==> src/hw/rtl/lcff_pkg.sv <==
// Shared types and constants for the LED chain frame filler.
package lcff_pkg;

   // Command codes carried in the request.
   localparam logic [1:0] CMD_SET_COLOR  = 2'd0;
   localparam logic [1:0] CMD_SET_ENABLE = 2'd1;
   localparam logic [1:0] CMD_REFRESH    = 2'd2;

   // Configuration register indexes.
   localparam logic [1:0] CSR_BRIGHTNESS = 2'd0;
   localparam logic [1:0] CSR_CHAIN      = 2'd1;
   localparam logic [1:0] CSR_SKIP_FIRST = 2'd2;
   localparam logic [1:0] CSR_SKIP_LAST  = 2'd3;

   localparam int CSR_W = 8;
   localparam int LEN_W = 7;
   localparam int PCT_W = 7;

   localparam logic [7:0] BRIGHT_RESET = 8'd100;
   localparam logic [7:0] BRIGHT_MAX   = 8'd100;
   localparam logic [6:0] CHAIN_RESET  = 7'd64;

   // floor(x / 100) for x <= 25500 equals (x * 5243) >> 19.
   localparam int          PROD_W     = 15;
   localparam int          RECIP_W    = 13;
   localparam logic [12:0] RECIP_100  = 13'd5243;
   localparam int          RECIP_SHIFT = 19;
   localparam int          WIDE_W     = PROD_W + RECIP_W;

   localparam int QDEPTH = 2;
   localparam int QPTR_W = (QDEPTH > 1) ? $clog2(QDEPTH) : 1;
   localparam int QCNT_W = $clog2(QDEPTH + 1);

   typedef struct packed {
      logic [1:0] command;
      logic [7:0] red;
      logic [7:0] green;
      logic [7:0] blue;
      logic       enable_value;
   } req_type;

   typedef struct packed {
      logic [31:0] pixel_word;
      logic        last_pixel;
   } rsp_type;

   // One frame job handed from the front to the back.
   typedef struct packed {
      logic       zero_frame;
      logic [7:0] red;
      logic [7:0] green;
      logic [7:0] blue;
   } job_type;

   typedef struct packed {
      logic full;
      logic valid;
   } queue_status_type;

   typedef struct packed {
      logic [PCT_W-1:0] bright;
      logic [LEN_W-1:0] chain_count;
      logic [LEN_W-1:0] skip_first;
      logic [LEN_W-1:0] skip_last;
   } cfg_type;

endpackage

==> src/hw/rtl/lcff_front.sv <==
// Command front end: holds enable and color state and queues frame jobs.
module lcff_front (
   input  logic                      clock,
   input  logic                      reset,
   input  logic                      req_valid,
   output logic                      req_ready,
   input  lcff_pkg::req_type         req_data,
   input  logic [lcff_pkg::PCT_W-1:0] bright,
   input  lcff_pkg::queue_status_type q_status,
   output logic                      q_push,
   output lcff_pkg::job_type         q_job
);
   import lcff_pkg::*;

   logic       enabled_ff, enabled_in;
   logic [7:0] red_ff, red_in;
   logic [7:0] green_ff, green_in;
   logic [7:0] blue_ff, blue_in;
   logic       accept;
   logic       bright_on;

   assign req_ready = !q_status.full;
   assign accept    = req_valid && req_ready;
   assign bright_on = (bright != '0);

   always_comb begin
      enabled_in = enabled_ff;
      red_in     = red_ff;
      green_in   = green_ff;
      blue_in    = blue_ff;
      q_push     = 1'b0;
      q_job      = '{zero_frame: 1'b0, red: red_ff, green: green_ff, blue: blue_ff};
      if (accept) begin
         unique case (req_data.command)
            CMD_SET_COLOR: begin
               red_in      = req_data.red;
               green_in    = req_data.green;
               blue_in     = req_data.blue;
               q_job.red   = req_data.red;
               q_job.green = req_data.green;
               q_job.blue  = req_data.blue;
               q_push      = enabled_ff && bright_on;
            end
            CMD_SET_ENABLE: begin
               enabled_in = req_data.enable_value;
               if (enabled_ff && !req_data.enable_value) begin
                  q_job.zero_frame = 1'b1;
                  q_push           = 1'b1;
               end else if (!enabled_ff && req_data.enable_value) begin
                  q_push = bright_on;
               end
            end
            CMD_REFRESH: begin
               q_push = enabled_ff && bright_on;
            end
            default: begin
            end
         endcase
      end
   end

   always_ff @(posedge clock) begin
      if (reset) begin
         enabled_ff <= 1'b1;
         red_ff     <= '0;
         green_ff   <= '0;
         blue_ff    <= '0;
      end else begin
         enabled_ff <= enabled_in;
         red_ff     <= red_in;
         green_ff   <= green_in;
         blue_ff    <= blue_in;
      end
   end

endmodule

==> src/hw/rtl/lcff_queue.sv <==
// Small job queue between the command front end and the frame generator.
module lcff_queue (
   input  logic                       clock,
   input  logic                       reset,
   input  logic                       push,
   input  lcff_pkg::job_type          push_job,
   input  logic                       pop,
   output lcff_pkg::job_type          head_job,
   output lcff_pkg::queue_status_type status
);
   import lcff_pkg::*;

   job_type            entries_ff [QDEPTH];
   logic [QPTR_W-1:0]  wr_ptr_ff, wr_ptr_in;
   logic [QPTR_W-1:0]  rd_ptr_ff, rd_ptr_in;
   logic [QCNT_W-1:0]  count_ff, count_in;
   logic               do_push, do_pop;

   assign status.full  = (count_ff == QCNT_W'(QDEPTH));
   assign status.valid = (count_ff != '0);
   assign head_job     = entries_ff[rd_ptr_ff];
   assign do_push      = push && !status.full;
   assign do_pop       = pop && status.valid;

   function automatic logic [QPTR_W-1:0] next_ptr(input logic [QPTR_W-1:0] ptr);
      next_ptr = (ptr == QPTR_W'(QDEPTH - 1)) ? '0 : ptr + 1'b1;
   endfunction

   always_comb begin
      wr_ptr_in = do_push ? next_ptr(wr_ptr_ff) : wr_ptr_ff;
      rd_ptr_in = do_pop ? next_ptr(rd_ptr_ff) : rd_ptr_ff;
      count_in  = count_ff;
      if (do_push && !do_pop) begin
         count_in = count_ff + 1'b1;
      end else if (do_pop && !do_push) begin
         count_in = count_ff - 1'b1;
      end
   end

   always_ff @(posedge clock) begin
      if (do_push) begin
         entries_ff[wr_ptr_ff] <= push_job;
      end
   end

   always_ff @(posedge clock) begin
      if (reset) begin
         wr_ptr_ff <= '0;
         rd_ptr_ff <= '0;
         count_ff  <= '0;
      end else begin
         wr_ptr_ff <= wr_ptr_in;
         rd_ptr_ff <= rd_ptr_in;
         count_ff  <= count_in;
      end
   end

endmodule

==> src/hw/rtl/lcff_back.sv <==
// Frame generator: scales the color and streams one word per LED.
module lcff_back #(
   parameter int MAX_CHAIN = 64
) (
   input  logic                       clock,
   input  logic                       reset,
   input  lcff_pkg::queue_status_type q_status,
   input  lcff_pkg::job_type          q_job,
   output logic                       q_pop,
   input  lcff_pkg::cfg_type          cfg,
   output logic                       rsp_valid,
   input  logic                       rsp_ready,
   output lcff_pkg::rsp_type          rsp_data
);
   import lcff_pkg::*;

   typedef enum logic [3:0] {
      ST_IDLE = 4'b0001,
      ST_MUL  = 4'b0010,
      ST_DIV  = 4'b0100,
      ST_EMIT = 4'b1000
   } state_type;

   localparam logic [LEN_W-1:0] MAX_N = LEN_W'(MAX_CHAIN);

   state_type          state_ff, state_in;
   job_type            job_ff, job_in;
   logic [PROD_W-1:0]  prod_r_ff, prod_g_ff, prod_b_ff;
   logic [31:0]        word_ff, word_in;
   logic [LEN_W-1:0]   n_ff, n_in;
   logic [LEN_W-1:0]   head_ff, head_in;
   logic [LEN_W-1:0]   lim_ff, lim_in;
   logic [LEN_W-1:0]   idx_ff, idx_in;
   logic               rsp_valid_ff, rsp_valid_in;
   rsp_type            rsp_ff, rsp_in;
   logic [LEN_W:0]     skip_sum;
   logic               use_skips;
   logic               out_free;
   logic               is_last;
   logic               dark;
   logic [WIDE_W-1:0]  wide_r, wide_g, wide_b;

   assign rsp_valid = rsp_valid_ff;
   assign rsp_data  = rsp_ff;
   assign out_free  = !rsp_valid_ff || rsp_ready;
   assign q_pop     = (state_ff == ST_IDLE) && q_status.valid;
   assign is_last   = (idx_ff == n_ff - 1'b1);
   assign dark      = (idx_ff < head_ff) || (idx_ff >= lim_ff);

   assign wide_r = WIDE_W'(prod_r_ff) * WIDE_W'(RECIP_100);
   assign wide_g = WIDE_W'(prod_g_ff) * WIDE_W'(RECIP_100);
   assign wide_b = WIDE_W'(prod_b_ff) * WIDE_W'(RECIP_100);

   always_comb begin
      if (cfg.chain_count == '0) begin
         n_in = LEN_W'(1);
      end else if (cfg.chain_count > MAX_N) begin
         n_in = MAX_N;
      end else begin
         n_in = cfg.chain_count;
      end
      skip_sum  = {1'b0, cfg.skip_first} + {1'b0, cfg.skip_last};
      use_skips = (skip_sum < {1'b0, n_in});
      head_in   = use_skips ? cfg.skip_first : '0;
      lim_in    = use_skips ? n_in - cfg.skip_last : n_in;
   end

   always_comb begin
      state_in     = state_ff;
      job_in       = job_ff;
      idx_in       = idx_ff;
      word_in      = word_ff;
      rsp_in       = rsp_ff;
      rsp_valid_in = rsp_valid_ff && !rsp_ready;
      unique case (state_ff)
         ST_IDLE: begin
            if (q_status.valid) begin
               job_in   = q_job;
               idx_in   = '0;
               state_in = ST_MUL;
            end
         end
         ST_MUL: begin
            state_in = ST_DIV;
         end
         ST_DIV: begin
            if (job_ff.zero_frame) begin
               word_in = '0;
            end else begin
               word_in = {wide_r[RECIP_SHIFT +: 8], wide_g[RECIP_SHIFT +: 8],
                          wide_b[RECIP_SHIFT +: 8], 8'h00};
            end
            state_in = ST_EMIT;
         end
         ST_EMIT: begin
            if (out_free) begin
               rsp_valid_in      = 1'b1;
               rsp_in.pixel_word = dark ? '0 : word_ff;
               rsp_in.last_pixel = is_last;
               idx_in            = idx_ff + 1'b1;
               if (is_last) begin
                  state_in = ST_IDLE;
               end
            end
         end
         default: begin
            state_in = ST_IDLE;
         end
      endcase
   end

   // Frame geometry is latched when a job is taken from the queue.
   always_ff @(posedge clock) begin
      job_ff  <= job_in;
      word_ff <= word_in;
      idx_ff  <= idx_in;
      rsp_ff  <= rsp_in;
      if (q_pop) begin
         n_ff    <= n_in;
         head_ff <= head_in;
         lim_ff  <= lim_in;
      end
      prod_r_ff <= PROD_W'(job_ff.red * cfg.bright);
      prod_g_ff <= PROD_W'(job_ff.green * cfg.bright);
      prod_b_ff <= PROD_W'(job_ff.blue * cfg.bright);
   end

   always_ff @(posedge clock) begin
      if (reset) begin
         state_ff     <= ST_IDLE;
         rsp_valid_ff <= 1'b0;
      end else begin
         state_ff     <= state_in;
         rsp_valid_ff <= rsp_valid_in;
      end
   end

endmodule

==> src/hw/rtl/led_chain_frame_fill.sv <==
// LED chain frame filler top level: register file, front end, queue and frame generator.
//
// Commands (set color, set enable, refresh) are taken at up to one per cycle by the
// front end while the queue is not full; it updates the stored color and enable flag
// and places any frame that is due in a two-entry queue. The frame generator takes a
// job (dequeue), applies the brightness multiply, divides by 100 through a reciprocal
// multiply and then streams one word per LED; it takes no new job until the last word
// of a frame has been issued. Commands that cause no frame are accepted while a frame
// is still streaming, unless the queue is full. Configuration registers take effect
// for frames that start after they are written.
module led_chain_frame_fill #(
   parameter int MAX_CHAIN = 64
) (
   input  logic                        clock,
   input  logic                        reset,
   input  logic                        req_valid,
   output logic                        req_ready,
   input  lcff_pkg::req_type           req_data,
   output logic                        rsp_valid,
   input  logic                        rsp_ready,
   output lcff_pkg::rsp_type           rsp_data,
   input  logic                        csr_we,
   input  logic [1:0]                  csr_index,
   input  logic [lcff_pkg::CSR_W-1:0]  csr_wdata
);
   import lcff_pkg::*;

   logic [7:0]       brightness_ff;
   logic [LEN_W-1:0] chain_count_ff;
   logic [LEN_W-1:0] skip_first_ff;
   logic [LEN_W-1:0] skip_last_ff;
   cfg_type          cfg;
   queue_status_type q_status;
   job_type          push_job;
   job_type          head_job;
   logic             q_push;
   logic             q_pop;

   always_ff @(posedge clock) begin
      if (reset) begin
         brightness_ff  <= BRIGHT_RESET;
         chain_count_ff <= CHAIN_RESET;
         skip_first_ff  <= '0;
         skip_last_ff   <= '0;
      end else if (csr_we) begin
         unique case (csr_index)
            CSR_BRIGHTNESS: brightness_ff  <= csr_wdata;
            CSR_CHAIN:      chain_count_ff <= csr_wdata[LEN_W-1:0];
            CSR_SKIP_FIRST: skip_first_ff  <= csr_wdata[LEN_W-1:0];
            CSR_SKIP_LAST:  skip_last_ff   <= csr_wdata[LEN_W-1:0];
            default: begin
            end
         endcase
      end
   end

   always_comb begin
      cfg.bright      = (brightness_ff > BRIGHT_MAX) ? PCT_W'(BRIGHT_MAX)
                                                     : brightness_ff[PCT_W-1:0];
      cfg.chain_count = chain_count_ff;
      cfg.skip_first  = skip_first_ff;
      cfg.skip_last   = skip_last_ff;
   end

   lcff_front u_front (
      .clock     (clock),
      .reset     (reset),
      .req_valid (req_valid),
      .req_ready (req_ready),
      .req_data  (req_data),
      .bright    (cfg.bright),
      .q_status  (q_status),
      .q_push    (q_push),
      .q_job     (push_job)
   );

   lcff_queue u_queue (
      .clock    (clock),
      .reset    (reset),
      .push     (q_push),
      .push_job (push_job),
      .pop      (q_pop),
      .head_job (head_job),
      .status   (q_status)
   );

   lcff_back #(
      .MAX_CHAIN (MAX_CHAIN)
   ) u_back (
      .clock     (clock),
      .reset     (reset),
      .q_status  (q_status),
      .q_job     (head_job),
      .q_pop     (q_pop),
      .cfg       (cfg),
      .rsp_valid (rsp_valid),
      .rsp_ready (rsp_ready),
      .rsp_data  (rsp_data)
   );

   // The front end must never push into a full queue.
   assert property (@(posedge clock) disable iff (reset) !(q_push && q_status.full))
      else $error("job pushed into a full queue");

   // Every LED word leaves the low byte clear.
   assert property (@(posedge clock) disable iff (reset)
      rsp_valid |-> (rsp_data.pixel_word[7:0] == 8'h00))
      else $error("pixel word has a nonzero low byte");

   // No result is offered in the cycle after reset.
   assert property (@(posedge clock) disable iff (reset) $past(reset) |-> !rsp_valid)
      else $error("result valid right after reset");

   // A job is only taken when the queue holds one.
   assert property (@(posedge clock) disable iff (reset) q_pop |-> q_status.valid)
      else $error("job taken from an empty queue");

endmodule

==> config.mk <==
export PLATFORM = sky130hd
export DESIGN_NAME = led_chain_frame_fill
export DESIGN_NICKNAME = d
export VERILOG_FILES = /design/src/hw/rtl/lcff_pkg.sv /design/src/hw/rtl/lcff_front.sv /design/src/hw/rtl/lcff_queue.sv /design/src/hw/rtl/lcff_back.sv /design/src/hw/rtl/led_chain_frame_fill.sv
export SDC_FILE = /design/constraint.sdc
export NUM_CORES = 1
export LEC_CHECK = 0
export ABC_AREA = 1
export BUFFER_PORTS_ARGS = -buffer_cell sky130_fd_sc_hd__buf_2
export CAP_MARGIN = 20
export CORE_UTILIZATION = 40
export CTS_CLUSTER_SIZE = 24
export DETAILED_ROUTE_END_ITERATION = 8
export GPL_TIMING_DRIVEN = 0
export SLEW_MARGIN = 0
export SYNTH_ARGS = -nofsm -noshare
export SYNTH_HDL_FRONTEND = slang
export SYNTH_SLANG_ARGS = --single-unit
==> constraint.sdc <==
create_clock -name clock -period 5.85 [get_ports clock]
set_input_delay 1.17 -clock clock [delete_from_list [all_inputs] [get_ports clock]]
set_output_delay 1.17 -clock clock [all_outputs]
set_load 0.02 [all_outputs]
### Word level (Yosys, flattened, before mapping)

Memories as Yosys holds them, arrays and structs flattened. A register that Yosys moved wholly into a read port is not among the register bits.
Index checks and enable logic that the tools add are counted.

* flip-flop bits (word level): 201
* bits in writable memories: 50
* bits of input ports: 42
* output and inout port bits: 35
* word-level logic and storage cells: 122
* memories kept: 1

Memories
* u_queue.entries_ff: depth 2, bits a word 25, rd ports 1, clocked after memory_dff 1, wr ports 1, line lcff_queue.sv:13 `job_type entries_ff [QDEPTH];`

* add/sub/neg operators: 8
* multiply operators: 6
* $lt $le $gt $ge: 5
* equality and inequality tests: 14
* muxes and demuxes: 27
* reduce and logical (&&, ||, !) cells: 37

Operator list (number)
* 15-bit by 13-bit multiplier with 27-bit output (second input constant): 3
* 8-bit by 7-bit multiplier with 15-bit output: 3
* 7-bit two-way mux: 6
* 25-bit two-way mux: 1
* 24-bit two-way mux: 1
* 4-bit one-hot mux with 4 select lines: 1
* 2-bit AND reduction: 8
* 7-bit one-hot mux with 2 select lines: 1
* 4-bit two-way mux: 3
* 1-bit two-way mux: 11
* 1-bit logical AND: 10
* 7-bit by 7-bit adder with 8-bit output: 1
* 2-bit == test (second input constant): 4
* 8-bit by 7-bit > comparator with 1-bit output (second input constant): 1
* 8-bit by 7-bit less-than comparator with 1-bit output: 1
* 7-bit by 1-bit adder with 7-bit output (second input constant): 1
* 7-bit == test: 1
* 7-bit >= comparator: 1
* 7-bit > comparator (second input constant): 1
* 1-bit zero test: 7
* 7-bit zero test: 1
* 7-bit less-than comparator: 1
* 7-bit nonzero test: 1
* 7-bit by 1-bit subtractor with 7-bit output (second input constant): 1
* other kinds (17): 27

### Logic depth before layout (Yosys ltp)

* word-level depth: 12
* gate-level depth with buffers: 24

### Hierarchy

From an unflattened synthesis, not the netlist that was laid out.

* cell total of the unflattened synthesis: 3238
* area total of the unflattened synthesis: 28089.4 sq um

By module, submodules not included
* lcff_back: times used 1, cells an instance 2768, area an instance 23403.7 sq um, seq. area each 4063.9 sq um
* lcff_queue: times used 1, cells an instance 115, area an instance 2153.3 sq um, seq. area each 1601.5 sq um
* lcff_front: times used 1, cells an instance 194, area an instance 1387.6 sq um, seq. area each 500.5 sq um
* led_chain_frame_fill: times used 1, cells an instance 161, area an instance 1144.8 sq um, seq. area each 580.6 sq um

### Least setup slack after synthesis

No wires, ideal clock.

* kind: register -> register
* from: register brightness_ff[0]
* to: register u_back.prod_g_ff[12]
* setup time: 0.072 ns
* arrival: 4.418 ns
* required time: 5.778 ns
* setup slack: 1.360 ns
* cell stages (with the launch flop): 22
* path buffers: 1
* path through: dfxtp_1 nor2_1 o21ai_0 a21oi_2 nand2_1 clkbuf_1 nor2_1 fa_1 inv_1 fa_1 inv_1 fa_1 inv_1 fa_1 inv_1 ha_1 nand2_1 inv_1 a21oi_1 o21ai_0 a21oi_1 xnor2_1

* longest elaborated chain between the ends: 3

Ends and longest elaborated chain
* from (decl): line led_chain_frame_fill.sv:28 `logic [7:0] brightness_ff;`
* from (signal assigned): line led_chain_frame_fill.sv:47 `CSR_BRIGHTNESS: brightness_ff <= csr_wdata;`
* 8-bit by 7-bit > comparator with 1-bit output: line led_chain_frame_fill.sv:58 `cfg.bright = (brightness_ff > BRIGHT_MAX) ? PCT_W'(BRIGHT_MAX)`
* 7-bit two-way mux (*): line led_chain_frame_fill.sv:58
* 8-bit by 7-bit multiplier with 15-bit output (*): line lcff_back.sv:124 `prod_g_ff <= PROD_W'(job_ff.green * cfg.bright);`
* to (signal assigned): line lcff_back.sv:124
* to (decl): line lcff_back.sv:28 `logic [PROD_W-1:0] prod_r_ff, prod_g_ff, prod_b_ff;`

Mark *: on every way between the ends. The rest lies on a longest branch, timed or not.
A chain may end at the register's enable or synchronous reset.

### Worst setup path after layout

* from: register brightness_ff[1]
* to: register u_back.prod_g_ff[12]

The elaborated chain is that of the path after synthesis.

==> out/results.md <==
## Critical path
• flip-flop to flip-flop — worst setup path category
• sky130_fd_sc_hd__fa_1 — worst-path cell with the longest stage delay
• brightness_ff[1]$_SDFFE_PP0P_ — beginning of the worst register-to-register path
• flip-flop — CP Capture Type
• u_back.prod_g_ff[12]$_DFF_P_ — worst r2r dst
• nor2_1 -> o21ai_0 -> a21oi_2 -> nand2_1 -> clkbuf_1 -> nor2_1 -> fa_1 -> inv_1 -> fa_1 -> inv_1 -> fa_1 -> inv_1 -> fa_1 -> inv_1 -> ha_1 -> nand2_1 -> inv_1 -> a21oi_1 -> o21ai_0 -> a21oi_1 -> xnor2_1 — CP cell instances
• 560 ps — largest stage delay on the critical path
• flip-flop — startpoint type of the worst setup path
• sky130_fd_sc_hd__inv_1 — crit-path most repeated cell
• 21 — number of cell instances on the worst register-to-register path
• adder cells — delay-heaviest family, CP
• 6330 ps — Crit path required time
• 10 — worst-path fanout max
• 5900 ps — Arrival @ worst endpoint
• 6 — buffers plus inverters on the worst setup path
• 430 ps — slack of the worst reg-to-reg path

## Timing
• 19.5 ps — clock tree skew after final layout
• 0 — Slew Limit Fails
• 34.0% — Max-Slew Margin vs Limit
• 5420 ps — Period minus WS final
• 0 — final setup fails
• 184 MHz — max frequency
• 990 ps — slew at the pin closest to its max-slew limit
• 92.7% — final critical-path share of the clock period
• no — setup repair after global routing missed its margin
• 0 ps — Sum Neg Setup Slack
• 0 — hold violation total from the final report

## Final layout
• 0 — antenna fix cells
• 9.22% — Syn-to-layout area delta
• 5.14% — fraction of final layout cells with drive strength greater than 1
• 4,126 — number of nets in the layout

## Route
• 4.53 — average vias per placed instance
• 56,600 um — Final Routed Wirelength
• 13.1 um — Wirelength per Cell
• 789 — drt initial violations
• 5 — first drt pass iteration count
• 19,600 — total vias in the final route
• 0 — antenna-violating nets left
• 0 — DRC errors left

## Clocking
• done — CTS tree
• 0 — hold buffers post-CTS
• sky130_fd_sc_hd__clkbuf_16 — clk root buf
• 70 ps — clock transition at the registers of the reported paths
• 260 — count of clock tree sinks
• 29 — clock buffers created by TritonCTS
• 0 — post-CTS setup-driven buffer insertion count
• 590 ps — insertion delay to the later sink of the worst-skew pair
• 1 — number of H-tree levels
• 0 — post-CTS sizing
• 3 — worst-case clock buffer depth

## GRT
• met2 — busiest grt layer
• 0 — initial antenna violation count
• 19,600 — vias in the first global route
• 23.6% — met1 GRT Util
• 0 — GRT overflow
• 27.9% — met2 layer usage reported by global route
• 16.7% — Total GRT Usage
• 96,400 um — global-route wire length before repair
• 47 — largest net degree at the start of global routing
• 1.65% — met3 track utilization from global routing

## Synthesis
• 21.1% — top-area cell type share of the netlist area
• sky130_fd_sc_hd__fa_1 — biggest area consumer among synthesized cells
• 0.0278 mm^2 — mapped cell area
• sky130_fd_sc_hd__inv_1 — leading cell type by number of instances after synthesis
• 0 — total number of yosys warnings
• 3,254 — count of mapped cells out of synthesis
• 260 — Yosys reg bits
• sky130_fd_sc_hd__fa_1 (21%), sky130_fd_sc_hd__ha_1 (19%), sky130_fd_sc_hd__edfxtp_1 (16%) — largest cells by area after synthesis
• 46 — Cell variety after synth
• 0% — Synth async-reset ratio
• 152 — number of enable-type register cells in the synthesized netlist
• 24.2% — sequential share of the synthesized area
• sky130_fd_sc_hd__inv_1 (841), sky130_fd_sc_hd__nand2_1 (523), sky130_fd_sc_hd__ha_1 (428) — most numerous cell types in the synthesized netlist
• sky130_fd_sc_hd__edfxtp_1 — main flop type after synthesis
• 8.53 um^2 — synthesized area per cell

## Hold path
• skip_last_ff[0]$_SDFFE_PP0P_ — endpoint with the worst hold slack
• flip-flop to flip-flop — path type of the worst min-delay path
• 2 — depth of the worst hold-timing path
• skip_last_ff[0]$_SDFFE_PP0P_ — beginning of the worst hold path

## Floorplan
• 0.0705 mm^2 — Total Die Area
• 40.5% — starting density of the core
• 265 um — die height
• 265 um — Die Wd
• 96 — row count
• 77 — Ports
• 0.0686 mm^2 — core region area

## Run
• 0 — MaxCap Viol Count

## Outcome
• complete, no violations — run status

## Place
• 68 — quantity of I/O buffers inserted on ports
• 0.841 — gpl congestion
• 48,400 um — post-DP HPWL

[kinds of logic (layout without fill, tap and decap cells)]
family / Yosys count / in the layout / synth area share, %
AO/OA/AOI/OAI: 315 / 315 / 6.45
AND/OR/NAND/NOR: 1001 / 1001 / 14.6
buffers and inverters: 893 / 1018 / 12.3
multiplexers: 1 / 1 / 0.0361
other: 1 / 8 / 0.0135
flip-flops: 260 / 260 / 24.2
XOR/XNOR: 62 / 62 / 1.96
adder cells (fa/ha/maj): 721 / 721 / 40.4
[cell type report]
class,instances,area (um^2)
tap,931,1160
clock inverter,18,196
multi-input combinational,2108,17700
fill,6865,38300
buffer,47,225
timing repair buffer,71,395
clock buffer,36,762
sequential,260,6730
inverter,846,3180
[routing by layer]
metal,vias to the layer above,routed length (um)
met5,-,0
met4,0,983
met3,62,1630
met2,223,25500
met1,9008,28500
li1,10300,-
[registers in the layout, indices dropped and copies added (netlist names), 8 cells and up]
| signal | count |
|---|---|
| u_back.prod_g_ff | 15 |
| u_back.job_ff | 25 |
| u_front.blue_ff | 8 |
| u_queue.entries_ff | 50 |
| u_front.red_ff | 8 |
| brightness_ff | 8 |
| u_back.prod_r_ff | 15 |
| u_back.prod_b_ff | 15 |
| u_front.green_ff | 8 |
| u_back.word_ff | 24 |
| u_back.rsp_data | 25 |
[layout by cell type (no fill, tap or decap), drive strengths merged, types with 90 or more instances in the layout]
cell	netlist	final
fa	293	293
dfxtp	108	108
nor2	311	311
a21oi	165	165
buf	19	90
edfxtp	152	152
ha	428	428
nand2	527	527
nand3	95	95
inv	843	846
[tightest hold or removal path, cell delays in order, from the launching register on]
cell and delay (ps):
sky130_fd_sc_hd__dfxtp_1 330, sky130_fd_sc_hd__inv_1 50, sky130_fd_sc_hd__a21oi_1 50
[per-stage QoR]
| stage | setup slack, ps | area, um^2 | instances | hold WS, ps | utilization, % |
|---|---|---|---|---|---|
| after global routing | 65.7 | 30300 | 4317 | 503 | 44.2 |
| after CTS | 429 | 30300 | 4316 | 481 | 44.2 |
| after floorplan | 1360 | 27800 | 3261 | 445 | - |
| after detailed placement | 426 | 29400 | 4262 | 471 | 42.8 |
| after global placement | 487 | 29300 | 4260 | 467 | 42.7 |
| final | 428 | 30300 | 4317 | 477 | 44.2 |
[how the worst max path moves through the flow]
stage,startpoint,endpoint,depth (start not counted)
final,brightness_ff[1]$_SDFFE_PP0P_,u_back.prod_g_ff[12]$_DFF_P_,21
after global routing,brightness_ff[1]$_SDFFE_PP0P_,u_back.prod_b_ff[12]$_DFF_P_,21
after CTS,brightness_ff[1]$_SDFFE_PP0P_,u_back.prod_g_ff[12]$_DFF_P_,21
after detailed placement,brightness_ff[1]$_SDFFE_PP0P_,u_back.prod_g_ff[12]$_DFF_P_,21
after global placement,brightness_ff[1]$_SDFFE_PP0P_,u_back.prod_g_ff[12]$_DFF_P_,21
after floorplan,brightness_ff[0]$_SDFFE_PP0P_,u_back.prod_g_ff[12]$_DFF_P_,21
Power is left out: the tool's default activity adds up to more than one toggle a clock period on the data nets, which glitch-free logic cannot reach.
